## src/rtl/obm_pkg.sv

```systemverilog
package obm_pkg;

   localparam int TIMER_BITS_DEFAULT = 10;
   localparam int CFG_WIDTH = 10;
   localparam int CFG_COUNT = 8;
   localparam int CFG_INDEX_BITS = 3;

   typedef enum logic [CFG_INDEX_BITS-1:0] {
      CFG_RESET_LOW      = 3'd0,
      CFG_PRESENCE_SAMPLE = 3'd1,
      CFG_RESET_TAIL     = 3'd2,
      CFG_ZERO_LOW       = 3'd3,
      CFG_ONE_LOW        = 3'd4,
      CFG_READ_LOW       = 3'd5,
      CFG_READ_SAMPLE    = 3'd6,
      CFG_SLOT_TAIL      = 3'd7
   } cfg_index_type;

   typedef logic [CFG_WIDTH-1:0] cfg_word_type;
   typedef cfg_word_type [CFG_COUNT-1:0] cfg_bank_type;

   localparam cfg_bank_type CFG_RESET_VALUES = {
      10'd80, 10'd5, 10'd1, 10'd5, 10'd75, 10'd500, 10'd115, 10'd500
   };

   typedef enum logic [1:0] {
      ACT_NONE  = 2'd0,
      ACT_RESET = 2'd1,
      ACT_WRITE = 2'd2,
      ACT_READ  = 2'd3
   } action_type;

   typedef enum logic [3:0] {
      PH_IDLE  = 4'd0,
      PH_RLOW  = 4'd1,
      PH_RWAIT = 4'd2,
      PH_REDGE = 4'd3,
      PH_RTAIL = 4'd4,
      PH_SLOW  = 4'd5,
      PH_SWAIT = 4'd6,
      PH_SEDGE = 4'd7,
      PH_STAIL = 4'd8
   } phase_type;

   typedef struct packed {
      logic [1:0] action;
      logic [7:0] data_byte;
      logic       line_in;
   } item_type;

   typedef struct packed {
      logic       drive_low;
      logic       busy_res;
      logic       done_res;
      logic       presence;
      logic [7:0] read_byte;
   } result_type;

endpackage

```

## src/rtl/obm_if.sv

```systemverilog
interface obm_req_if;
   logic       valid;
   logic       ready;
   logic [1:0] action;
   logic [7:0] data_byte;
   logic       line_in;

   modport source (output valid, output action, output data_byte, output line_in,
                   input ready);
   modport sink (input valid, input action, input data_byte, input line_in,
                 output ready);
endinterface

interface obm_rsp_if;
   logic       valid;
   logic       ready;
   logic       drive_low;
   logic       busy_res;
   logic       done_res;
   logic       presence;
   logic [7:0] read_byte;

   modport source (output valid, output drive_low, output busy_res, output done_res,
                   output presence, output read_byte, input ready);
   modport sink (input valid, input drive_low, input busy_res, input done_res,
                 input presence, input read_byte, output ready);
endinterface

interface obm_csr_if;
   logic                               valid;
   logic                               ready;
   logic [obm_pkg::CFG_INDEX_BITS-1:0] index;
   logic [obm_pkg::CFG_WIDTH-1:0]      data;

   modport source (output valid, output index, output data, input ready);
   modport sink (input valid, input index, input data, output ready);
endinterface

```

## src/rtl/one_wire_bus_master_top.sv

```systemverilog
// Each request is held in the request register, then its result in the response register.
// Throughput: one request per cycle, set by the single-pass tick logic between the request
// register and the response register; a response held by the receiver stops intake once the
// request register is also full.
// Reset: synchronous, active high; clears the bus state, the registers return to their
// reset timings, and both pipeline stages are emptied.
module one_wire_bus_master_top #(
   parameter int TIMER_BITS = obm_pkg::TIMER_BITS_DEFAULT
) (
   input logic       clock,
   input logic       reset,
   obm_req_if.sink   req_chan,
   obm_rsp_if.source rsp_chan,
   obm_csr_if.sink   csr_chan
);

   obm_pkg::cfg_bank_type cfg;
   obm_pkg::item_type     item_ff, item_in;
   obm_pkg::result_type   result_ff, core_result;
   logic                  in_valid_ff, out_valid_ff;
   logic                  out_free, fire, core_idle;

   assign out_free = !out_valid_ff || rsp_chan.ready;
   assign fire = in_valid_ff && out_free;
   assign req_chan.ready = !in_valid_ff || out_free;

   assign item_in.action = req_chan.action;
   assign item_in.data_byte = req_chan.data_byte;
   assign item_in.line_in = req_chan.line_in;

   obm_csr u_csr (
      .clock    (clock),
      .reset    (reset),
      .csr_chan (csr_chan),
      .cfg      (cfg)
   );

   obm_core #(
      .TIMER_BITS (TIMER_BITS)
   ) u_core (
      .clock  (clock),
      .reset  (reset),
      .step   (fire),
      .item   (item_ff),
      .cfg    (cfg),
      .result (core_result),
      .idle   (core_idle)
   );

   always_ff @(posedge clock) begin
      if (reset) begin
         in_valid_ff <= 1'b0;
         out_valid_ff <= 1'b0;
      end else begin
         if (req_chan.ready) begin
            in_valid_ff <= req_chan.valid;
         end
         if (out_free) begin
            out_valid_ff <= fire;
         end
      end
   end

   always_ff @(posedge clock) begin
      if (req_chan.valid && req_chan.ready) begin
         item_ff <= item_in;
      end
      if (fire) begin
         result_ff <= core_result;
      end
   end

   assign rsp_chan.valid = out_valid_ff;
   assign rsp_chan.drive_low = result_ff.drive_low;
   assign rsp_chan.busy_res = result_ff.busy_res;
   assign rsp_chan.done_res = result_ff.done_res;
   assign rsp_chan.presence = result_ff.presence;
   assign rsp_chan.read_byte = result_ff.read_byte;

   a_done_busy: assert property (@(posedge clock) disable iff (reset)
      rsp_chan.valid && rsp_chan.done_res |-> rsp_chan.busy_res)
      else $error("completion reported without busy");

   a_drive_busy: assert property (@(posedge clock) disable iff (reset)
      rsp_chan.valid && rsp_chan.drive_low |-> rsp_chan.busy_res)
      else $error("line driven low while idle");

   a_done_idle: assert property (@(posedge clock) disable iff (reset)
      fire && core_result.done_res |=> core_idle)
      else $error("bus engine not idle after completion");

   a_result_taken: assert property (@(posedge clock) disable iff (reset)
      fire |=> rsp_chan.valid)
      else $error("response lost after a processed tick");

endmodule

```

## src/rtl/obm_csr.sv

```systemverilog
module obm_csr (
   input  logic                  clock,
   input  logic                  reset,
   obm_csr_if.sink               csr_chan,
   output obm_pkg::cfg_bank_type cfg
);

   obm_pkg::cfg_bank_type cfg_ff;

   assign csr_chan.ready = 1'b1;
   assign cfg = cfg_ff;

   always_ff @(posedge clock) begin
      if (reset) begin
         cfg_ff <= obm_pkg::CFG_RESET_VALUES;
      end else if (csr_chan.valid) begin
         cfg_ff[csr_chan.index] <= csr_chan.data;
      end
   end

endmodule

```

## src/rtl/obm_core.sv

```systemverilog
module obm_core #(
   parameter int TIMER_BITS = obm_pkg::TIMER_BITS_DEFAULT
) (
   input  logic                  clock,
   input  logic                  reset,
   input  logic                  step,
   input  obm_pkg::item_type     item,
   input  obm_pkg::cfg_bank_type cfg,
   output obm_pkg::result_type   result,
   output logic                  idle
);

   localparam int TMAX = (1 << TIMER_BITS) - 1;
   localparam int WIDE = (TIMER_BITS > obm_pkg::CFG_WIDTH) ? TIMER_BITS : obm_pkg::CFG_WIDTH;

   obm_pkg::phase_type    phase_ff, phase_in, phase_s, phase_succ;
   logic [TIMER_BITS-1:0] timer_ff, timer_in, timer_s, timer_inc, phase_len;
   logic [2:0]            bit_ff, bit_in, bit_s;
   logic [7:0]            shift_ff, shift_in, shift_s, shift_cap;
   logic                  is_read_ff, is_read_in, is_read_s;
   logic                  presence_ff, presence_in;
   logic [7:0]            received_ff, received_in;
   logic                  start, expire, op_end, slot;

   function automatic logic [TIMER_BITS-1:0] cap_count(input obm_pkg::cfg_word_type v);
      logic [WIDE-1:0] w;
      w = WIDE'(v);
      if (w > WIDE'(TMAX)) begin
         cap_count = TIMER_BITS'(TMAX);
      end else begin
         cap_count = w[TIMER_BITS-1:0];
      end
   endfunction

   // Start of a command merged into the working state, phase timing and successor.
   always_comb begin
      start = (phase_ff == obm_pkg::PH_IDLE) && (item.action != obm_pkg::ACT_NONE);
      phase_s = phase_ff;
      timer_s = timer_ff;
      bit_s = bit_ff;
      shift_s = shift_ff;
      is_read_s = is_read_ff;
      if (start) begin
         timer_s = '0;
         bit_s = 3'd0;
         if (item.action == obm_pkg::ACT_RESET) begin
            phase_s = obm_pkg::PH_RLOW;
         end else begin
            is_read_s = (item.action == obm_pkg::ACT_READ);
            shift_s = is_read_s ? 8'd0 : item.data_byte;
            phase_s = obm_pkg::PH_SLOW;
         end
      end

      shift_cap = shift_s;
      if (phase_s == obm_pkg::PH_SEDGE && is_read_s) begin
         shift_cap[bit_s] = shift_s[bit_s] | item.line_in;
      end

      case (phase_s)
         obm_pkg::PH_RLOW:  phase_len = cap_count(cfg[obm_pkg::CFG_RESET_LOW]);
         obm_pkg::PH_RWAIT: phase_len = cap_count(cfg[obm_pkg::CFG_PRESENCE_SAMPLE]);
         obm_pkg::PH_RTAIL: phase_len = cap_count(cfg[obm_pkg::CFG_RESET_TAIL]);
         obm_pkg::PH_SLOW: begin
            if (is_read_s) begin
               phase_len = cap_count(cfg[obm_pkg::CFG_READ_LOW]);
            end else if (shift_s[bit_s]) begin
               phase_len = cap_count(cfg[obm_pkg::CFG_ONE_LOW]);
            end else begin
               phase_len = cap_count(cfg[obm_pkg::CFG_ZERO_LOW]);
            end
         end
         obm_pkg::PH_SWAIT: phase_len = is_read_s ? cap_count(cfg[obm_pkg::CFG_READ_SAMPLE])
                                                  : '0;
         obm_pkg::PH_STAIL: phase_len = cap_count(cfg[obm_pkg::CFG_SLOT_TAIL]);
         default:           phase_len = TIMER_BITS'(1);
      endcase

      timer_inc = timer_s + TIMER_BITS'(1);
      expire = (phase_s != obm_pkg::PH_IDLE) && ((timer_inc >= phase_len) || (timer_inc == '0));

      op_end = 1'b0;
      phase_succ = obm_pkg::PH_IDLE;
      case (phase_s)
         obm_pkg::PH_RLOW: begin
            phase_succ = (cfg[obm_pkg::CFG_PRESENCE_SAMPLE] != '0) ? obm_pkg::PH_RWAIT
                                                                   : obm_pkg::PH_REDGE;
         end
         obm_pkg::PH_RWAIT: phase_succ = obm_pkg::PH_REDGE;
         obm_pkg::PH_REDGE: begin
            if (cfg[obm_pkg::CFG_RESET_TAIL] != '0) begin
               phase_succ = obm_pkg::PH_RTAIL;
            end else begin
               op_end = 1'b1;
            end
         end
         obm_pkg::PH_SLOW: begin
            phase_succ = (is_read_s && cfg[obm_pkg::CFG_READ_SAMPLE] != '0) ? obm_pkg::PH_SWAIT
                                                                           : obm_pkg::PH_SEDGE;
         end
         obm_pkg::PH_SWAIT: phase_succ = obm_pkg::PH_SEDGE;
         obm_pkg::PH_SEDGE: begin
            if (cfg[obm_pkg::CFG_SLOT_TAIL] != '0) begin
               phase_succ = obm_pkg::PH_STAIL;
            end else begin
               op_end = 1'b1;
            end
         end
         default: op_end = 1'b1;
      endcase

      slot = (phase_s inside {[obm_pkg::PH_SLOW:obm_pkg::PH_STAIL]});
   end

   // Next state.
   always_comb begin
      phase_in = phase_s;
      timer_in = timer_s;
      bit_in = bit_s;
      shift_in = shift_cap;
      is_read_in = is_read_s;
      if (phase_s != obm_pkg::PH_IDLE) begin
         timer_in = timer_inc;
         if (expire) begin
            timer_in = '0;
            if (!op_end) begin
               phase_in = phase_succ;
            end else if (slot && bit_s != 3'd7) begin
               bit_in = bit_s + 3'd1;
               phase_in = obm_pkg::PH_SLOW;
            end else begin
               bit_in = 3'd0;
               phase_in = obm_pkg::PH_IDLE;
            end
         end
      end
   end

   // Outputs.
   always_comb begin
      presence_in = presence_ff;
      received_in = received_ff;
      if (phase_s == obm_pkg::PH_REDGE) begin
         presence_in = !item.line_in;
      end
      if (expire && op_end && slot && bit_s == 3'd7 && is_read_s) begin
         received_in = shift_cap;
      end
      result.busy_res = (phase_s != obm_pkg::PH_IDLE);
      result.drive_low = (phase_s == obm_pkg::PH_RLOW) || (phase_s == obm_pkg::PH_SLOW);
      result.done_res = expire && op_end && !(slot && bit_s != 3'd7);
      result.presence = presence_in;
      result.read_byte = received_in;
   end

   assign idle = (phase_ff == obm_pkg::PH_IDLE);

   always_ff @(posedge clock) begin
      if (reset) begin
         phase_ff <= obm_pkg::PH_IDLE;
         timer_ff <= '0;
         bit_ff <= 3'd0;
         shift_ff <= 8'd0;
         is_read_ff <= 1'b0;
         presence_ff <= 1'b0;
         received_ff <= 8'd0;
      end else if (step) begin
         phase_ff <= phase_in;
         timer_ff <= timer_in;
         bit_ff <= bit_in;
         shift_ff <= shift_in;
         is_read_ff <= is_read_in;
         presence_ff <= presence_in;
         received_ff <= received_in;
      end
   end

endmodule
```

## src/flat_wrapper.sv

```systemverilog
// flat-port wrapper written by rule: the top's interface ports become plain ports
module one_wire_bus_master_top_flat 
#(
   parameter int TIMER_BITS = obm_pkg::TIMER_BITS_DEFAULT
)
  (clock, reset, req_chan_valid, req_chan_action, req_chan_data_byte, req_chan_line_in, req_chan_ready, rsp_chan_valid, rsp_chan_drive_low, rsp_chan_busy_res, rsp_chan_done_res, rsp_chan_presence, rsp_chan_read_byte, rsp_chan_ready, csr_chan_valid, csr_chan_index, csr_chan_data, csr_chan_ready);
  obm_req_if req_chan_i ();
  obm_rsp_if rsp_chan_i ();
  obm_csr_if csr_chan_i ();
  input logic clock;
  input logic reset;
  input wire logic [$bits(req_chan_i.valid)-1:0] req_chan_valid;
  input wire logic [$bits(req_chan_i.action)-1:0] req_chan_action;
  input wire logic [$bits(req_chan_i.data_byte)-1:0] req_chan_data_byte;
  input wire logic [$bits(req_chan_i.line_in)-1:0] req_chan_line_in;
  output wire logic [$bits(req_chan_i.ready)-1:0] req_chan_ready;
  output wire logic [$bits(rsp_chan_i.valid)-1:0] rsp_chan_valid;
  output wire logic [$bits(rsp_chan_i.drive_low)-1:0] rsp_chan_drive_low;
  output wire logic [$bits(rsp_chan_i.busy_res)-1:0] rsp_chan_busy_res;
  output wire logic [$bits(rsp_chan_i.done_res)-1:0] rsp_chan_done_res;
  output wire logic [$bits(rsp_chan_i.presence)-1:0] rsp_chan_presence;
  output wire logic [$bits(rsp_chan_i.read_byte)-1:0] rsp_chan_read_byte;
  input wire logic [$bits(rsp_chan_i.ready)-1:0] rsp_chan_ready;
  input wire logic [$bits(csr_chan_i.valid)-1:0] csr_chan_valid;
  input wire logic [$bits(csr_chan_i.index)-1:0] csr_chan_index;
  input wire logic [$bits(csr_chan_i.data)-1:0] csr_chan_data;
  output wire logic [$bits(csr_chan_i.ready)-1:0] csr_chan_ready;
  assign req_chan_i.valid = req_chan_valid;
  assign req_chan_i.action = req_chan_action;
  assign req_chan_i.data_byte = req_chan_data_byte;
  assign req_chan_i.line_in = req_chan_line_in;
  assign req_chan_ready = req_chan_i.ready;
  assign rsp_chan_valid = rsp_chan_i.valid;
  assign rsp_chan_drive_low = rsp_chan_i.drive_low;
  assign rsp_chan_busy_res = rsp_chan_i.busy_res;
  assign rsp_chan_done_res = rsp_chan_i.done_res;
  assign rsp_chan_presence = rsp_chan_i.presence;
  assign rsp_chan_read_byte = rsp_chan_i.read_byte;
  assign rsp_chan_i.ready = rsp_chan_ready;
  assign csr_chan_i.valid = csr_chan_valid;
  assign csr_chan_i.index = csr_chan_index;
  assign csr_chan_i.data = csr_chan_data;
  assign csr_chan_ready = csr_chan_i.ready;
  one_wire_bus_master_top #(.TIMER_BITS(TIMER_BITS)) u_core (.clock(clock), .reset(reset), .req_chan(req_chan_i), .rsp_chan(rsp_chan_i), .csr_chan(csr_chan_i));
endmodule
```

## config.mk

```make
export PLATFORM = sky130hd
export DESIGN_NAME = one_wire_bus_master_top_flat
export DESIGN_NICKNAME = d
export VERILOG_FILES = /design/src/rtl/obm_pkg.sv /design/src/rtl/obm_if.sv /design/src/rtl/one_wire_bus_master_top.sv /design/src/rtl/obm_csr.sv /design/src/rtl/obm_core.sv /design/src/flat_wrapper.sv
export SDC_FILE = /design/constraint.sdc
export NUM_CORES = 1
export LEC_CHECK = 0
export ABC_AREA = 1
export CAP_MARGIN = 20
export CELL_PAD_IN_SITES_DETAIL_PLACEMENT = 0
export CELL_PAD_IN_SITES_GLOBAL_PLACEMENT = 1
export CORE_MARGIN = 1
export CORE_UTILIZATION = 40
export CTS_CLUSTER_DIAMETER = 30
export DETAILED_ROUTE_END_ITERATION = 16
export DONT_BUFFER_PORTS = 1
export PLACE_DENSITY_LB_ADDON = 0.1
export SLEW_MARGIN = 20
export SYNTH_ARGS = -nofsm -noshare
export SYNTH_HDL_FRONTEND = slang
export SYNTH_SLANG_ARGS = --single-unit
```

## constraint.sdc

```tcl
create_clock -name clock -period 4.2 [get_ports clock]
set_input_delay 0.84 -clock clock [delete_from_list [all_inputs] [get_ports clock]]
set_output_delay 0.84 -clock clock [all_outputs]
set_load 0.02 [all_outputs]
```

==> impl_metrics.yaml <==
status:
  outcome: "finished clean"
clocking:
  cts_tree: "yes"
  htreeDepth: 4
  cts_buffer_depth: 2
  cts-buffers-inserted: 17
  cts_hold_buffers: 0
  cts.clk_slew.worst_paths_ns: 0.06
  ctsRootBufferMaster: "clkbuf_16"
  clk_latency_ns: 0.43
  cts_sinks: 140
min_path:
  hp-start: "u_core.u_csr.cfg[50]"
  hold_path_class: "register to register"
  whs_endpoint: "u_core.u_csr.cfg[50]"
  whs_path_depth: 2
floorplanning:
  fp.dieW_um: 137
  die_h_um: 137
  die_area_mm2: 0.0187
  coreArea_mm2: 0.0175
  initial_utilization: 0.415
  rows: 48
  io-pin-count: 44
final_layout:
  layout-drive-gt1-share: 0.0998
  area_delta_synth_final_pct: 12.4
  fillCellCount: 1856
  final_common_cell: "nand2_1"
  final_cells: 1287
  final_cell_mix: "nand2_1 (244), nor2_1 (164), dfxtp_1 (117)"
  fin_nets: 1091
  diodes: 0
global_route:
  grt_pass1_vias: 6150
  gr-total-overflow: 0
  track_usage: 0.242
  antenna_found_initial: 1
  grt_max_degree: 57
  grt_pass1_wl_um: 34100
place:
  dp_slack_ns: 0.178
  portBuffers: 0
  gp_congestion: 0.861
  place_hpwl_um: 15000
  placed_cells: 1251
critical_path:
  path_common_cell: "nand2_1"
  crit_path_max_fanout: 13
  crit_type: "register to register"
  rrSetupSlack_ns: 0.33
  required_ns: 4.37
  timing.rr.start: "u_core.item_ff[10]"
  startpoint_type: "register"
  worstPathArrival_ns: 4.04
  reg2reg_to: "u_core.rsp_chan.read_byte[2]"
  cpMaxStageDelayCell: "edfxtp_1"
  cp-end-kind: "register"
  slowest_delay_ns: 0.39
  r2r_cells: 25
timing:
  hold_viol_final: 0
  tns_ns: 0
  timing.final.crit_share: 0.922
  finalCriticalPeriod_ns: 3.87
  fin_ws_ns: 0.328
  drv_slew: 0
  fin_hold_ws_ns: 0.456
  setup_viol: 0
  relSlewSlack: 0.377
  skew_ns: 0.00885
  tightest_slew_ns: 0.933
  max_freq_ghz: 0.258
yosys:
  yosys_warnings: 0
  synth_area_per_cell_um2: 6.92
  synth_top_area_cell: "dfxtp_1"
  synth_area_mm2: 0.00727
  synthTopCellsByArea: "dfxtp_1 (32%), nand2_1 (13%), edfxtp_1 (9.5%)"
  synth_fp_nets: 1093
  synth_cell_type_count: 44
  seq_area_frac_synth: 0.417
  syn_inst: 1051
  synth_seq_cells: 140
  synth_top_area_frac: 0.322
power_and_ir_drop:
  vdd_ir_drop_max_v: 0.000291
  power_density_mw_per_mm2: 452
  leakage_uw: 0.00378
drt:
  via_per_inst: 5.26
  drt_pass1_iterations: 5
  antenna_left: 0
  postRouteWirelength_um: 21500
  drc: 0
  drtIter0Drc: 632
  avgRoutedWirePerCell_um: 16.7
  num_vias: 6770
flow_run:
  maxCapViolations: 0
-- metal layers --
metal,track usage,vias up,wire (um)
met5,0,-,0
met4,0.0537,0,213
met3,0.0463,20,958
met2,0.364,169,9470
met1,0.356,3136,10900
li1,-,3445,-
-- what timing repair did --
action                     CTS  global route
setup endpoints to repair    0            32
resized for setup            0            15
buffers inserted             0             3
-- cells in the mapped netlist (all sizes together) --
cell / number
or2: 1
clkbuf: 37
o2111ai: 3
a22o: 2
nand2: 254
a211oi: 4
nor3: 5
nor2: 175
a22oi: 6
nand4: 20
a31oi: 13
edfxtp: 23
inv: 104
o21a: 1
dfxtp: 117
nor4: 7
a21oi: 52
a221oi: 1
o21ai: 98
o22ai: 5
o211ai: 9
ha: 13
buf: 14
xor2: 2
conb: 1
nand3: 74
clkinv: 8
o21bai: 2
-- metrics by stage --
| stage | power [uW] | cell area (um^2) | utilization |
|---|---|---|---|
| 6_report | 3690 | 8170 | 0.466 |
| 5_1_grt | 3870 | 8170 | 0.466 |
| 3_3_place_gp | 2170 | 7500 | 0.428 |
| 3_5_place_dp | 2160 | 7500 | 0.428 |
| 2_1_floorplan | 1990 | 7270 | - |
| 4_1_cts | 3690 | 8090 | 0.461 |
-- critical path: cells and delay by family (launching register included) --
kind	cells	cell delay (ns)
buffers and inverters	5	0.74
adder cells (fa/ha/maj)	1	0.31
AO/OA/AOI/OAI	7	1.12
AND/OR/NAND/NOR	12	1.03
flip-flops	1	0.39
-- kinds of logic (layout without fill, tap and decap cells) --
logic type                 Yosys count  count (layout)  share of synthesized area
and+or+nand+nor                    536             537                      0.315
AOI/OAI and AO/OA                  196             196                      0.151
buffers and inverters              163             173                     0.0919
DFF                                140             140                      0.417
adders and majority gates           13              13                     0.0224
xor gates and xnor gates             2               2                    0.00241
other                                1               1                   0.000516
-- power breakdown --
part / internal [uW] / switching [uW] / total [uW]
combinational: 212 / 478 / 690
sequential: 1430 / 51.2 / 1480
clock: 886 / 631 / 1520
-- state kept, by name (all words and copies together), names as in the netlist --
register                   flops
u_core.rsp_chan.presence       1
u_core.u_core.bit_ff           3
u_core.u_core.phase_ff         4
u_core.u_core.is_read_ff       1
u_core.rsp_chan.done_res       1
u_core.u_core.timer_ff        10
u_core.u_core.presence_ff      1
u_core.u_csr.cfg              80
u_core.rsp_chan.valid          1
u_core.in_valid_ff             1
u_core.u_core.received_ff      8
u_core.item_ff                11
u_core.rsp_chan.drive_low      1
u_core.rsp_chan.read_byte      8
u_core.u_core.shift_ff         8
u_core.rsp_chan.busy_res       1
-- how the worst max path moves through the flow --
stage | endpoint | slack [ns] | start | cells past startpoint
global route | u_core.u_core.received_ff[2] | -0.02 | u_core.item_ff[10] | 27
detailed placement | u_core.u_core.received_ff[2] | 0.18 | u_core.u_core.phase_ff[0] | 23
finish | u_core.rsp_chan.read_byte[2] | 0.33 | u_core.item_ff[10] | 25
CTS | u_core.u_core.received_ff[2] | 0.12 | u_core.u_core.phase_ff[0] | 23
floorplan | u_core.u_core.phase_ff[2] | 0.74 | u_core.item_ff[10] | 25
global placement | u_core.u_core.received_ff[6] | 0.18 | u_core.u_core.phase_ff[0] | 23
-- area by class of cell --
class	instances	area, um^2	area share
Timing Repair Buffer	29	221	0.0271
Multi-Input combinational cell	749	3630	0.444
Clock buffer	18	429	0.0525
Inverter	112	420	0.0514
Sequential cell	140	3030	0.371
Clock inverter	14	158	0.0193
Tap cell	225	282	0.0345
Power figures use the tool's default switching activity.
